$ cat src/rtl/shuffled_minimal_standard_rng_assert.svh
// Assertion macros for the controller of the shuffled minimal-standard generator RTL
`ifndef SHUFFLED_MINIMAL_STANDARD_RNG_ASSERT_SVH
`define SHUFFLED_MINIMAL_STANDARD_RNG_ASSERT_SVH

// Same-cycle implication, idle during reset
`define SMSR_ASSERT_IMPLY(label, clk, rst_n, cond, prop) \
    label: assert property (@(posedge clk) disable iff (!(rst_n)) (cond) |-> (prop)) \
        else $error("smsr assertion failed");

// Next-cycle implication, idle during reset
`define SMSR_ASSERT_NEXT(label, clk, rst_n, cond, prop) \
    label: assert property (@(posedge clk) disable iff (!(rst_n)) (cond) |=> (prop)) \
        else $error("smsr assertion failed");

`endif

$ cat src/rtl/smsr_pkg.sv
// Shared constants, command struct and modular reduction for the shuffled generator
`timescale 1ns / 1ps

package smsr_pkg;

    localparam int TABLE_SIZE   = 32;
    localparam int WARMUP_STEPS = 8;
    localparam int INIT_STEPS   = TABLE_SIZE + WARMUP_STEPS;
    localparam int CNT_W        = $clog2(INIT_STEPS);
    localparam int ADDR_W       = $clog2(TABLE_SIZE);
    localparam int VAL_W        = 31;
    localparam int MULT_W       = 15;
    localparam int PROD_W       = VAL_W + MULT_W;

    localparam logic [MULT_W-1:0] LCG_MULT     = MULT_W'(16807);
    localparam logic [VAL_W-1:0]  LCG_MOD      = VAL_W'(2147483647);
    localparam logic [VAL_W-1:0]  FRACTION_MAX = VAL_W'(2147483389);

    // Slot divisor is a power of two for the table size in use, so the slot is a shift
    localparam longint SLOT_DIV   = 64'd1 + (64'd2147483646 / TABLE_SIZE);
    localparam int     SLOT_SHIFT = $clog2(SLOT_DIV);

    typedef struct packed {
        logic              load_seed;
        logic              use_input;
        logic              mul;
        logic              rd_slot;
        logic              step_seed;
        logic              wr_table;
        logic [ADDR_W-1:0] wr_addr;
        logic              set_last;
        logic              draw_wr;
        logic              out_load;
        logic              out_from_ram;
    } t_dp_cmd;

    // Fold a product modulo 2^31 - 1: add high and low halves, subtract once
    function automatic logic [VAL_W-1:0] mersenne_reduce(input logic [PROD_W-1:0] p);
        logic [VAL_W:0] sum;
        sum = {1'b0, p[VAL_W-1:0]} + (VAL_W + 1)'(p[PROD_W-1:VAL_W]);
        if (sum >= {1'b0, LCG_MOD}) begin
            sum = sum - {1'b0, LCG_MOD};
        end
        return sum[VAL_W-1:0];
    endfunction

endpackage

$ cat src/rtl/shuffled_minimal_standard_rng.sv
// Top level of the shuffled minimal-standard random number generator
//
// Input stream: s_axis_tuser[0] selects the operation (0 draws the next number,
// 1 reseeds from s_axis_tdata[30:0] and then draws). A seed of zero, or equal to
// 2^31 - 1, starts the generator from one.
// Output stream: one transfer per input transfer, m_axis_tdata holds the raw
// shuffled value and its clamped fraction of 2^31 - 1.
// Handshake: a plain draw passes the accepting S_IDLE cycle, which registers the
// Lehmer multiply and issues the table read, and S_DRAW_B, which reduces the product,
// writes it back to the table and loads the output register. The next input can be
// taken in the cycle that output valid rises, and not while a draw is in progress;
// if the output stalls, the draw waits in S_HOLD until the output register frees.
// A reseed, and the first draw after reset, walks 40 generator steps, each through
// S_MUL and S_RED (8 warm-up steps, then 32 table fills), and then draws.
// Reset clears the controller only; the table holds nothing valid until the first
// initialisation, which the first item always performs.
// A result waits in the output register while m_axis_tready is low; the next
// input is still taken, and its result waits inside until the register frees.
`timescale 1ns / 1ps

module shuffled_minimal_standard_rng (
    input  logic        i_clk,
    input  logic        i_rst_n,
    input  logic        s_axis_tvalid,
    output logic        s_axis_tready,
    input  logic [31:0] s_axis_tdata,  // [30:0] seed_value, [31] zero
    input  logic [0:0]  s_axis_tuser,  // [0] func
    output logic        m_axis_tvalid,
    input  logic        m_axis_tready,
    output logic [63:0] m_axis_tdata   // [30:0] raw_value, [61:31] uniform_fraction, [63:62] zero
);

    import smsr_pkg::*;

    t_dp_cmd          cmd;
    logic [VAL_W-1:0] raw_value;
    logic [VAL_W-1:0] uniform_fraction;

    smsr_ctrl u_ctrl (
        .i_clk       (i_clk),
        .i_rst_n     (i_rst_n),
        .i_in_valid  (s_axis_tvalid),
        .i_in_func   (s_axis_tuser[0]),
        .o_in_ready  (s_axis_tready),
        .o_out_valid (m_axis_tvalid),
        .i_out_ready (m_axis_tready),
        .o_cmd       (cmd)
    );

    smsr_datapath u_datapath (
        .i_clk              (i_clk),
        .i_cmd              (cmd),
        .i_seed_value       (s_axis_tdata[VAL_W-1:0]),
        .o_raw_value        (raw_value),
        .o_uniform_fraction (uniform_fraction)
    );

    assign m_axis_tdata = {2'b00, uniform_fraction, raw_value};

endmodule

$ cat src/rtl/smsr_ram.sv
// Generic single-write, single-read RAM with registered read data
`timescale 1ns / 1ps

module smsr_ram #(
    parameter int WIDTH = 31,
    parameter int DEPTH = 32
) (
    input  logic                     i_clk,
    input  logic                     i_we,
    input  logic [$clog2(DEPTH)-1:0] i_waddr,
    input  logic [WIDTH-1:0]         i_wdata,
    input  logic                     i_re,
    input  logic [$clog2(DEPTH)-1:0] i_raddr,
    output logic [WIDTH-1:0]         o_rdata
);

    logic [WIDTH-1:0] r_mem [DEPTH];
    logic [WIDTH-1:0] r_rdata;

    always_ff @(posedge i_clk) begin
        if (i_we) begin
            r_mem[i_waddr] <= i_wdata;
        end
        if (i_re) begin
            r_rdata <= r_mem[i_raddr];
        end
    end

    assign o_rdata = r_rdata;

endmodule

$ cat src/rtl/smsr_datapath.sv
// Datapath: Lehmer multiply and reduce, shuffle table, last output and result register
`timescale 1ns / 1ps

module smsr_datapath (
    input  logic                          i_clk,
    input  smsr_pkg::t_dp_cmd             i_cmd,
    input  logic [smsr_pkg::VAL_W-1:0]    i_seed_value,
    output logic [smsr_pkg::VAL_W-1:0]    o_raw_value,
    output logic [smsr_pkg::VAL_W-1:0]    o_uniform_fraction
);

    import smsr_pkg::*;

    logic [VAL_W-1:0]  r_seed;
    logic [PROD_W-1:0] r_prod;
    logic [VAL_W-1:0]  r_last;
    logic [ADDR_W-1:0] r_slot;
    logic [VAL_W-1:0]  r_out_raw;
    logic [VAL_W-1:0]  r_out_frac;

    logic [VAL_W-1:0]  n_seed;
    logic [VAL_W-1:0]  start_seed;
    logic [VAL_W-1:0]  ram_rdata;
    logic [ADDR_W-1:0] slot_now;
    logic [VAL_W-1:0]  out_src;
    logic              ram_we;
    logic [ADDR_W-1:0] ram_waddr;

    // Zero and the modulus itself both reduce to a zero seed, which maps to one
    always_comb begin
        if ((i_seed_value == '0) || (i_seed_value == LCG_MOD)) begin
            start_seed = VAL_W'(1);
        end else begin
            start_seed = i_seed_value;
        end
    end

    assign n_seed    = mersenne_reduce(r_prod);
    assign slot_now  = ADDR_W'(r_last >> SLOT_SHIFT);
    assign ram_we    = i_cmd.wr_table | i_cmd.draw_wr;
    assign ram_waddr = i_cmd.wr_table ? i_cmd.wr_addr : r_slot;
    assign out_src   = i_cmd.out_from_ram ? ram_rdata : r_last;

    smsr_ram #(
        .WIDTH (VAL_W),
        .DEPTH (TABLE_SIZE)
    ) u_table (
        .i_clk   (i_clk),
        .i_we    (ram_we),
        .i_waddr (ram_waddr),
        .i_wdata (n_seed),
        .i_re    (i_cmd.rd_slot),
        .i_raddr (slot_now),
        .o_rdata (ram_rdata)
    );

    always_ff @(posedge i_clk) begin
        if (i_cmd.load_seed) begin
            r_seed <= i_cmd.use_input ? start_seed : VAL_W'(1);
        end else if (i_cmd.step_seed) begin
            r_seed <= n_seed;
        end
        if (i_cmd.mul) begin
            r_prod <= r_seed * LCG_MULT;
        end
        if (i_cmd.rd_slot) begin
            r_slot <= slot_now;
        end
        // Entry 0 of the fill becomes the first last output
        if (i_cmd.set_last) begin
            r_last <= n_seed;
        end else if (i_cmd.draw_wr) begin
            r_last <= ram_rdata;
        end
        if (i_cmd.out_load) begin
            r_out_raw  <= out_src;
            r_out_frac <= (out_src > FRACTION_MAX) ? FRACTION_MAX : out_src;
        end
    end

    assign o_raw_value        = r_out_raw;
    assign o_uniform_fraction = r_out_frac;

endmodule

$ cat src/rtl/smsr_ctrl.sv
// Controller: sequences reseed warm-up, table fill and draws, owns the handshakes
`timescale 1ns / 1ps
`include "shuffled_minimal_standard_rng_assert.svh"

module smsr_ctrl (
    input  logic              i_clk,
    input  logic              i_rst_n,
    input  logic              i_in_valid,
    input  logic              i_in_func,
    output logic              o_in_ready,
    output logic              o_out_valid,
    input  logic              i_out_ready,
    output smsr_pkg::t_dp_cmd o_cmd
);

    import smsr_pkg::*;

    typedef enum logic [2:0] {
        S_IDLE,
        S_MUL,
        S_RED,
        S_DRAW_A,
        S_DRAW_B,
        S_HOLD
    } t_state;

    t_state           r_state, n_state;
    logic [CNT_W-1:0] r_cnt, n_cnt;
    logic             r_loaded, n_loaded;
    logic             r_out_valid, n_out_valid;

    logic accept;
    logic need_init;
    logic can_load;

    assign accept    = (r_state == S_IDLE) && i_in_valid;
    assign need_init = i_in_func || !r_loaded;
    assign can_load  = !r_out_valid || i_out_ready;

    always_comb begin
        n_state     = r_state;
        n_cnt       = r_cnt;
        n_loaded    = r_loaded;
        n_out_valid = r_out_valid;
        o_cmd       = '0;

        // Drop the valid flag once the receiver takes the transfer
        if (r_out_valid && i_out_ready) begin
            n_out_valid = 1'b0;
        end

        case (r_state)
            S_IDLE: begin
                if (accept) begin
                    if (need_init) begin
                        o_cmd.load_seed = 1'b1;
                        o_cmd.use_input = i_in_func;
                        n_cnt           = CNT_W'(INIT_STEPS - 1);
                        n_loaded        = 1'b1;
                        n_state         = S_MUL;
                    end else begin
                        o_cmd.mul     = 1'b1;
                        o_cmd.rd_slot = 1'b1;
                        n_state       = S_DRAW_B;
                    end
                end
            end
            S_MUL: begin
                o_cmd.mul = 1'b1;
                n_state   = S_RED;
            end
            S_RED: begin
                // Warm-up steps leave the table alone; the fill runs from the top entry down
                o_cmd.step_seed = 1'b1;
                o_cmd.wr_table  = (r_cnt < CNT_W'(TABLE_SIZE));
                o_cmd.wr_addr   = r_cnt[ADDR_W-1:0];
                o_cmd.set_last  = (r_cnt == '0);
                if (r_cnt == '0) begin
                    n_state = S_DRAW_A;
                end else begin
                    n_cnt   = r_cnt - CNT_W'(1);
                    n_state = S_MUL;
                end
            end
            S_DRAW_A: begin
                o_cmd.mul     = 1'b1;
                o_cmd.rd_slot = 1'b1;
                n_state       = S_DRAW_B;
            end
            S_DRAW_B: begin
                o_cmd.step_seed = 1'b1;
                o_cmd.draw_wr   = 1'b1;
                if (can_load) begin
                    o_cmd.out_load     = 1'b1;
                    o_cmd.out_from_ram = 1'b1;
                    n_out_valid        = 1'b1;
                    n_state            = S_IDLE;
                end else begin
                    n_state = S_HOLD;
                end
            end
            S_HOLD: begin
                // Hold the result in the last-output register until the slot frees
                if (can_load) begin
                    o_cmd.out_load = 1'b1;
                    n_out_valid    = 1'b1;
                    n_state        = S_IDLE;
                end
            end
            default: begin
                n_state = S_IDLE;
            end
        endcase
    end

    always_ff @(posedge i_clk) begin
        if (!i_rst_n) begin
            r_state     <= S_IDLE;
            r_cnt       <= '0;
            r_loaded    <= 1'b0;
            r_out_valid <= 1'b0;
        end else begin
            r_state     <= n_state;
            r_cnt       <= n_cnt;
            r_loaded    <= n_loaded;
            r_out_valid <= n_out_valid;
        end
    end

    assign o_in_ready  = (r_state == S_IDLE);
    assign o_out_valid = r_out_valid;

    `SMSR_ASSERT_IMPLY(a_cnt_zero_idle, i_clk, i_rst_n, r_state == S_IDLE, r_cnt == '0)
    `SMSR_ASSERT_NEXT(a_draw_two_cycles, i_clk, i_rst_n, accept && !need_init, r_state == S_DRAW_B)
    `SMSR_ASSERT_NEXT(a_loaded_sticks, i_clk, i_rst_n, r_loaded, r_loaded)
    `SMSR_ASSERT_IMPLY(a_hold_needs_stall, i_clk, i_rst_n, r_state == S_HOLD, r_out_valid)
    `SMSR_ASSERT_IMPLY(a_fill_in_red, i_clk, i_rst_n, o_cmd.wr_table, r_state == S_RED && r_loaded)

endmodule

$ cat config.mk
export PLATFORM = sky130hd
export DESIGN_NAME = shuffled_minimal_standard_rng
export DESIGN_NICKNAME = d
export VERILOG_FILES = /design/src/rtl/smsr_pkg.sv /design/src/rtl/shuffled_minimal_standard_rng.sv /design/src/rtl/smsr_ram.sv /design/src/rtl/smsr_datapath.sv /design/src/rtl/smsr_ctrl.sv
export VERILOG_INCLUDE_DIRS = /design/src /design/src/rtl
export SDC_FILE = /design/constraint.sdc
export NUM_CORES = 2
export LEC_CHECK = 0
export BUFFER_PORTS_ARGS = -buffer_cell sky130_fd_sc_hd__buf_2
export CAP_MARGIN = 10
export CORE_UTILIZATION = 30
export DETAILED_ROUTE_END_ITERATION = 7
export SETUP_SLACK_MARGIN = 0.1
export SLEW_MARGIN = 20
export SYNTH_ARGS = -nofsm -noshare
export SYNTH_HDL_FRONTEND = slang
export SYNTH_HIERARCHICAL = 1
export SYNTH_SLANG_ARGS = --single-unit
$ cat constraint.sdc
create_clock -name i_clk -period 5.7 [get_ports i_clk]
set_input_delay 0.285 -clock i_clk [delete_from_list [all_inputs] [get_ports i_clk]]
set_output_delay 0.285 -clock i_clk [all_outputs]
set_load 0.02 [all_outputs]
==> impl_results.rst <==
.. list-table::
   :header-rows: 1

   * - Metric
     - Value
   * - Number of failing hold endpoints at the final stage
     - 0
   * - Clock tree sinks
     - 1209
   * - Width of the chip
     - between 400 and 500 um
   * - Leading cell types by total area after synthesis
     - sky130_fd_sc_hd__edfxtp_1, sky130_fd_sc_hd__mux2i_1, sky130_fd_sc_hd__fa_1
   * - End of the worst register-to-register path
     - u_datapath/r_prod[33]
   * - Unrepaired setup endpoints after global routing
     - true
   * - Sum of routed wire length over all layers
     - approximately 160 mm
   * - Final TNS setup
     - -0.129 ns
   * - Layout cells sized above 1
     - 0.190
   * - Highest achievable clock rate
     - between 150 and 200 MHz
   * - CORE AREA
     - between 150000 and 200000 um2
   * - Sum of net half-perimeters after detailed placement
     - approximately 100 mm
   * - Root buffer cell
     - sky130_fd_sc_hd__clkbuf_16
   * - Critical path endpoint category
     - flop
   * - Clock slew seen by the registers of the worst setup and hold paths
     - roughly 0.070 ns
   * - Type of the setup path with the least slack
     - reg2reg
   * - Iter 0 DRT Violations
     - 2634
   * - Failing checks
     - negative setup slack
   * - Critical path's top delay family
     - adder cells
   * - Yosys reg bits
     - roughly 1.2k
   * - Final worst-path cycle share
     - 1.01
   * - Seq. cell area
     - roughly 36000 um2
   * - Mapped Cells
     - 3904
   * - Via count
     - between 30k and 40k
   * - Total gr overflow
     - 0
   * - Reg2Reg Setup Slack
     - -0.06 ns
   * - Total area of multi-input combinational cells
     - about 20000 um2
   * - Clk Latency, worst-skew pair
     - between 0.7 and 0.8 ns
   * - Synth Area in Adders
     - 0.0915
   * - Synthesized-area fraction occupied by ao, oa, aoi and oai cells
     - 0.0691
   * - Total iterations of the first detailed-routing run
     - 7
   * - Biggest area consumer among synthesized cells
     - sky130_fd_sc_hd__edfxtp_1
   * - Total number of cells along the worst setup path
     - 25
   * - Maximum count of clock buffers along a single path
     - 3
   * - Final layout net count
     - roughly 4.6k
   * - Fill cell count
     - 17.9k
   * - Primary FF master, synth
     - sky130_fd_sc_hd__edfxtp_1
   * - Via density per instance
     - 4.96
   * - Final worst-path setup slack
     - -0.0612 ns
   * - DRT antenna net count
     - 0
   * - Routability cong.
     - between 0.8 and 0.9
   * - Mux share of post-synthesis cell area
     - 0.102
   * - Timing startpoint of the critical path
     - u_datapath/r_seed[15]
   * - Number of warnings reported in the yosys synthesis log
     - 6
   * - Global-route usage over all layers
     - 0.160
   * - Launching element type of the critical path
     - flop
   * - Number of placement rows
     - ~160
   * - Clock skew
     - about 0.053 ns
   * - Average cell area after synthesis
     - 14.7 um2
   * - Crit path DAT
     - approximately 6.2 ns
   * - CTS tree
     - yes
   * - Synthesized-area fraction occupied by xor and xnor cells
     - 0.00980
   * - Number of synthesized flops with an enable pin
     - 1198
   * - Clock buffers created by TritonCTS
     - 118
   * - Maximum number of pins on one net before global-route repair
     - ~120
   * - Shortest clock period the worst path allows after layout
     - a little under 6 ns
   * - Commonest non-fill, non-tap cells in the layout
     - sky130_fd_sc_hd__edfxtp_1, sky130_fd_sc_hd__mux2i_1, sky130_fd_sc_hd__inv_1, sky130_fd_sc_hd__buf_4, sky130_fd_sc_hd__nand2_1
   * - Post-Route Utilization
     - 0.357
   * - Critical path's largest stage delay
     - approximately 0.52 ns
   * - Number of cells on the worst hold path
     - 3
   * - Fraction of synthesized cell area taken by the top area cell type
     - 0.629
   * - Max-capacitance violation count
     - 0
   * - Initial antenna violation count
     - 9
   * - Initial standard-cell utilization of the core
     - 0.303
   * - Yosys cell types
     - ~110
   * - R2R depth
     - 25
   * - Result of the run
     - finished with violations
   * - Full die area
     - 192000 um2
   * - Wire length per cell
     - about 23 um
   * - Worst Tran Pin Value
     - 1.04 ns
   * - Via count of the first global-routing pass
     - 34.0k
   * - Remaining design rule violation count
     - 0
   * - Number of pins exceeding their max-slew limit in the final report
     - 0
   * - Synthesis-to-finish area growth
     - 17.8%
   * - Max stage delay cell, worst path
     - sky130_fd_sc_hd__fa_1
   * - Endpoint of the most critical setup path
     - u_datapath/r_prod[33]
   * - Chip Height
     - around 440 um
   * - Required time worst endpoint
     - 6.18 ns
   * - Final setup vio count
     - 4
   * - Critical path fanouts, max
     - 4
   * - Buffering stage count on the worst path with inverters included
     - 9
   * - Worst min path class
     - in2reg
   * - Crit Reg-Reg Startpoint
     - u_datapath/r_seed[15]
   * - Top-level port count
     - between 100 and 150
   * - PortBufs
     - slightly below 100
   * - Leading cell type in the layout, fill and taps excluded
     - sky130_fd_sc_hd__edfxtp_1
   * - Global-route wire length before repair
     - around 230 mm
   * - H-tree levels
     - 3
   * - Most common cell type on the critical path
     - sky130_fd_sc_hd__inv_2
   * - Async set-reset flop share out of synthesis
     - 0
   * - Main combinational cell family by area after synthesis
     - multiplexers
   * - Cell area after technology mapping
     - approximately 57000 um2
   * - Headroom to the max-slew limit
     - 0.303
   * - Basic-gate share of the synthesized area counting and, or, nand and nor cells
     - 0.0565
   * - Seq/Total Area, Yosys
     - 0.633
==> state kept, by name, indices dropped and copies added (netlist names) <==
name                           cells
u_ctrl/o_out_valid                 1
u_ctrl/r_cnt                       6
u_ctrl/r_loaded                    1
u_ctrl/r_state                     3
u_datapath/o_raw_value            31
u_datapath/o_uniform_fraction     31
u_datapath/r_last                 31
u_datapath/r_prod                 46
u_datapath/r_seed                 31
u_datapath/r_slot                  5
u_datapath/u_table/o_rdata        31
u_datapath/u_table/r_mem         992
==> layer usage <==
layer  global-route usage  up-vias  share of wire
li1                     -    15355              -
met1                0.198    17307           0.41
met2                0.272     1010           0.49
met3               0.0234      278          0.056
met4               0.0756        6          0.047
met5                    0        -        0.00022
==> final cells by class <==
cell class / count / share of cell area
multi-input cells: 2187 / 0.295
diodes: 3 / 0.000111
inverters: 345 / 0.0192
clock inverters: 70 / 0.0102
well taps: 2495 / 0.0463
flip-flops and latches: 1209 / 0.537
repair buffers: 393 / 0.0458
clock buffers: 148 / 0.0459
==> worst min-delay path: stages <==
cell and delay (ns):
sky130_fd_sc_hd__buf_2 0.11, sky130_fd_sc_hd__nand2_1 0.07, sky130_fd_sc_hd__o21ai_0 0.17
==> metrics by stage <==
| stage | instances | setup WS [ns] | instance area [um2] | hold WS [ns] |
|---|---|---|---|---|
| floorplan | 3905 | 0.0543 | 57400 | 0.466 |
| global placement | 6570 | -0.312 | 62400 | 0.515 |
| detailed placement | 6571 | -0.337 | 62500 | 0.524 |
| CTS | 6843 | -0.0238 | 67100 | 0.00827 |
| global route | 6849 | -0.267 | 67400 | 0.0351 |
| finish | 6850 | -0.0612 | 67400 | 0.0333 |
==> worst min-delay path by stage <==
stage | from | to | slack (ns)
detailed placement | u_ctrl/o_out_valid | u_ctrl/o_out_valid | 0.52
CTS | s_axis_tvalid | u_ctrl/r_state[1] | 0.008
global placement | u_ctrl/o_out_valid | u_ctrl/o_out_valid | 0.51
finish | s_axis_tdata[15] | u_datapath/r_seed[15] | 0.03
global route | s_axis_tdata[15] | u_datapath/r_seed[15] | 0.04
floorplan | u_datapath/r_last[26] | u_datapath/r_slot[0] | 0.47
==> cells in the mapped netlist, types with 8 or more instances <==
cell type / n
sky130_fd_sc_hd__a21boi_0: 9
sky130_fd_sc_hd__a22o_1: 64
sky130_fd_sc_hd__a21oi_1: 159
sky130_fd_sc_hd__nor2b_1: 10
sky130_fd_sc_hd__o31ai_1: 16
sky130_fd_sc_hd__xnor2_1: 41
sky130_fd_sc_hd__buf_4: 41
sky130_fd_sc_hd__buf_1: 9
sky130_fd_sc_hd__nand2b_1: 13
sky130_fd_sc_hd__nor2_1: 118
sky130_fd_sc_hd__a22oi_1: 95
sky130_fd_sc_hd__and2_1: 11
sky130_fd_sc_hd__buf_6: 8
sky130_fd_sc_hd__nor3_1: 56
sky130_fd_sc_hd__clkbuf_1: 65
sky130_fd_sc_hd__buf_2: 35
sky130_fd_sc_hd__dfxtp_1: 11
sky130_fd_sc_hd__xor2_1: 23
sky130_fd_sc_hd__o21ai_0: 45
sky130_fd_sc_hd__mux2_2: 66
sky130_fd_sc_hd__inv_1: 345
sky130_fd_sc_hd__nor4_1: 13
sky130_fd_sc_hd__nand3b_1: 8
sky130_fd_sc_hd__mux2i_1: 506
sky130_fd_sc_hd__a21o_1: 25
sky130_fd_sc_hd__a31oi_1: 44
sky130_fd_sc_hd__nand4_1: 32
sky130_fd_sc_hd__nand2_1: 193
sky130_fd_sc_hd__edfxtp_1: 1198
sky130_fd_sc_hd__and3_1: 17
sky130_fd_sc_hd__ha_1: 204
sky130_fd_sc_hd__fa_1: 134
sky130_fd_sc_hd__nand3_1: 121
==> kinds of logic (layout without fill, tap and decap cells) <==
family | after synthesis | count (layout)
and+or+nand+nor | 652 | 652
DFF | 1209 | 1209
adders and majority gates | 338 | 338
buffers and inverters | 509 | 956
other | 1 | 5
AOI/OAI and AO/OA | 558 | 558
xor gates and xnor gates | 64 | 64
muxes | 573 | 573
==> repair_timing <==
| item | CTS | global route |
|---|---|---|
| resized for setup | 79 | 51 |
| buffers inserted | 27 | 7 |
| hold buffers | 27 | 0 |
| pin swaps | 84 | 34 |
| endpoints found under the setup margin | 19 | 24 |
| endpoints found under the hold margin | 35 | 0 |
Power is not shown: default switching activity piles up to over one toggle a cycle in this logic, so the estimate is an artifact.
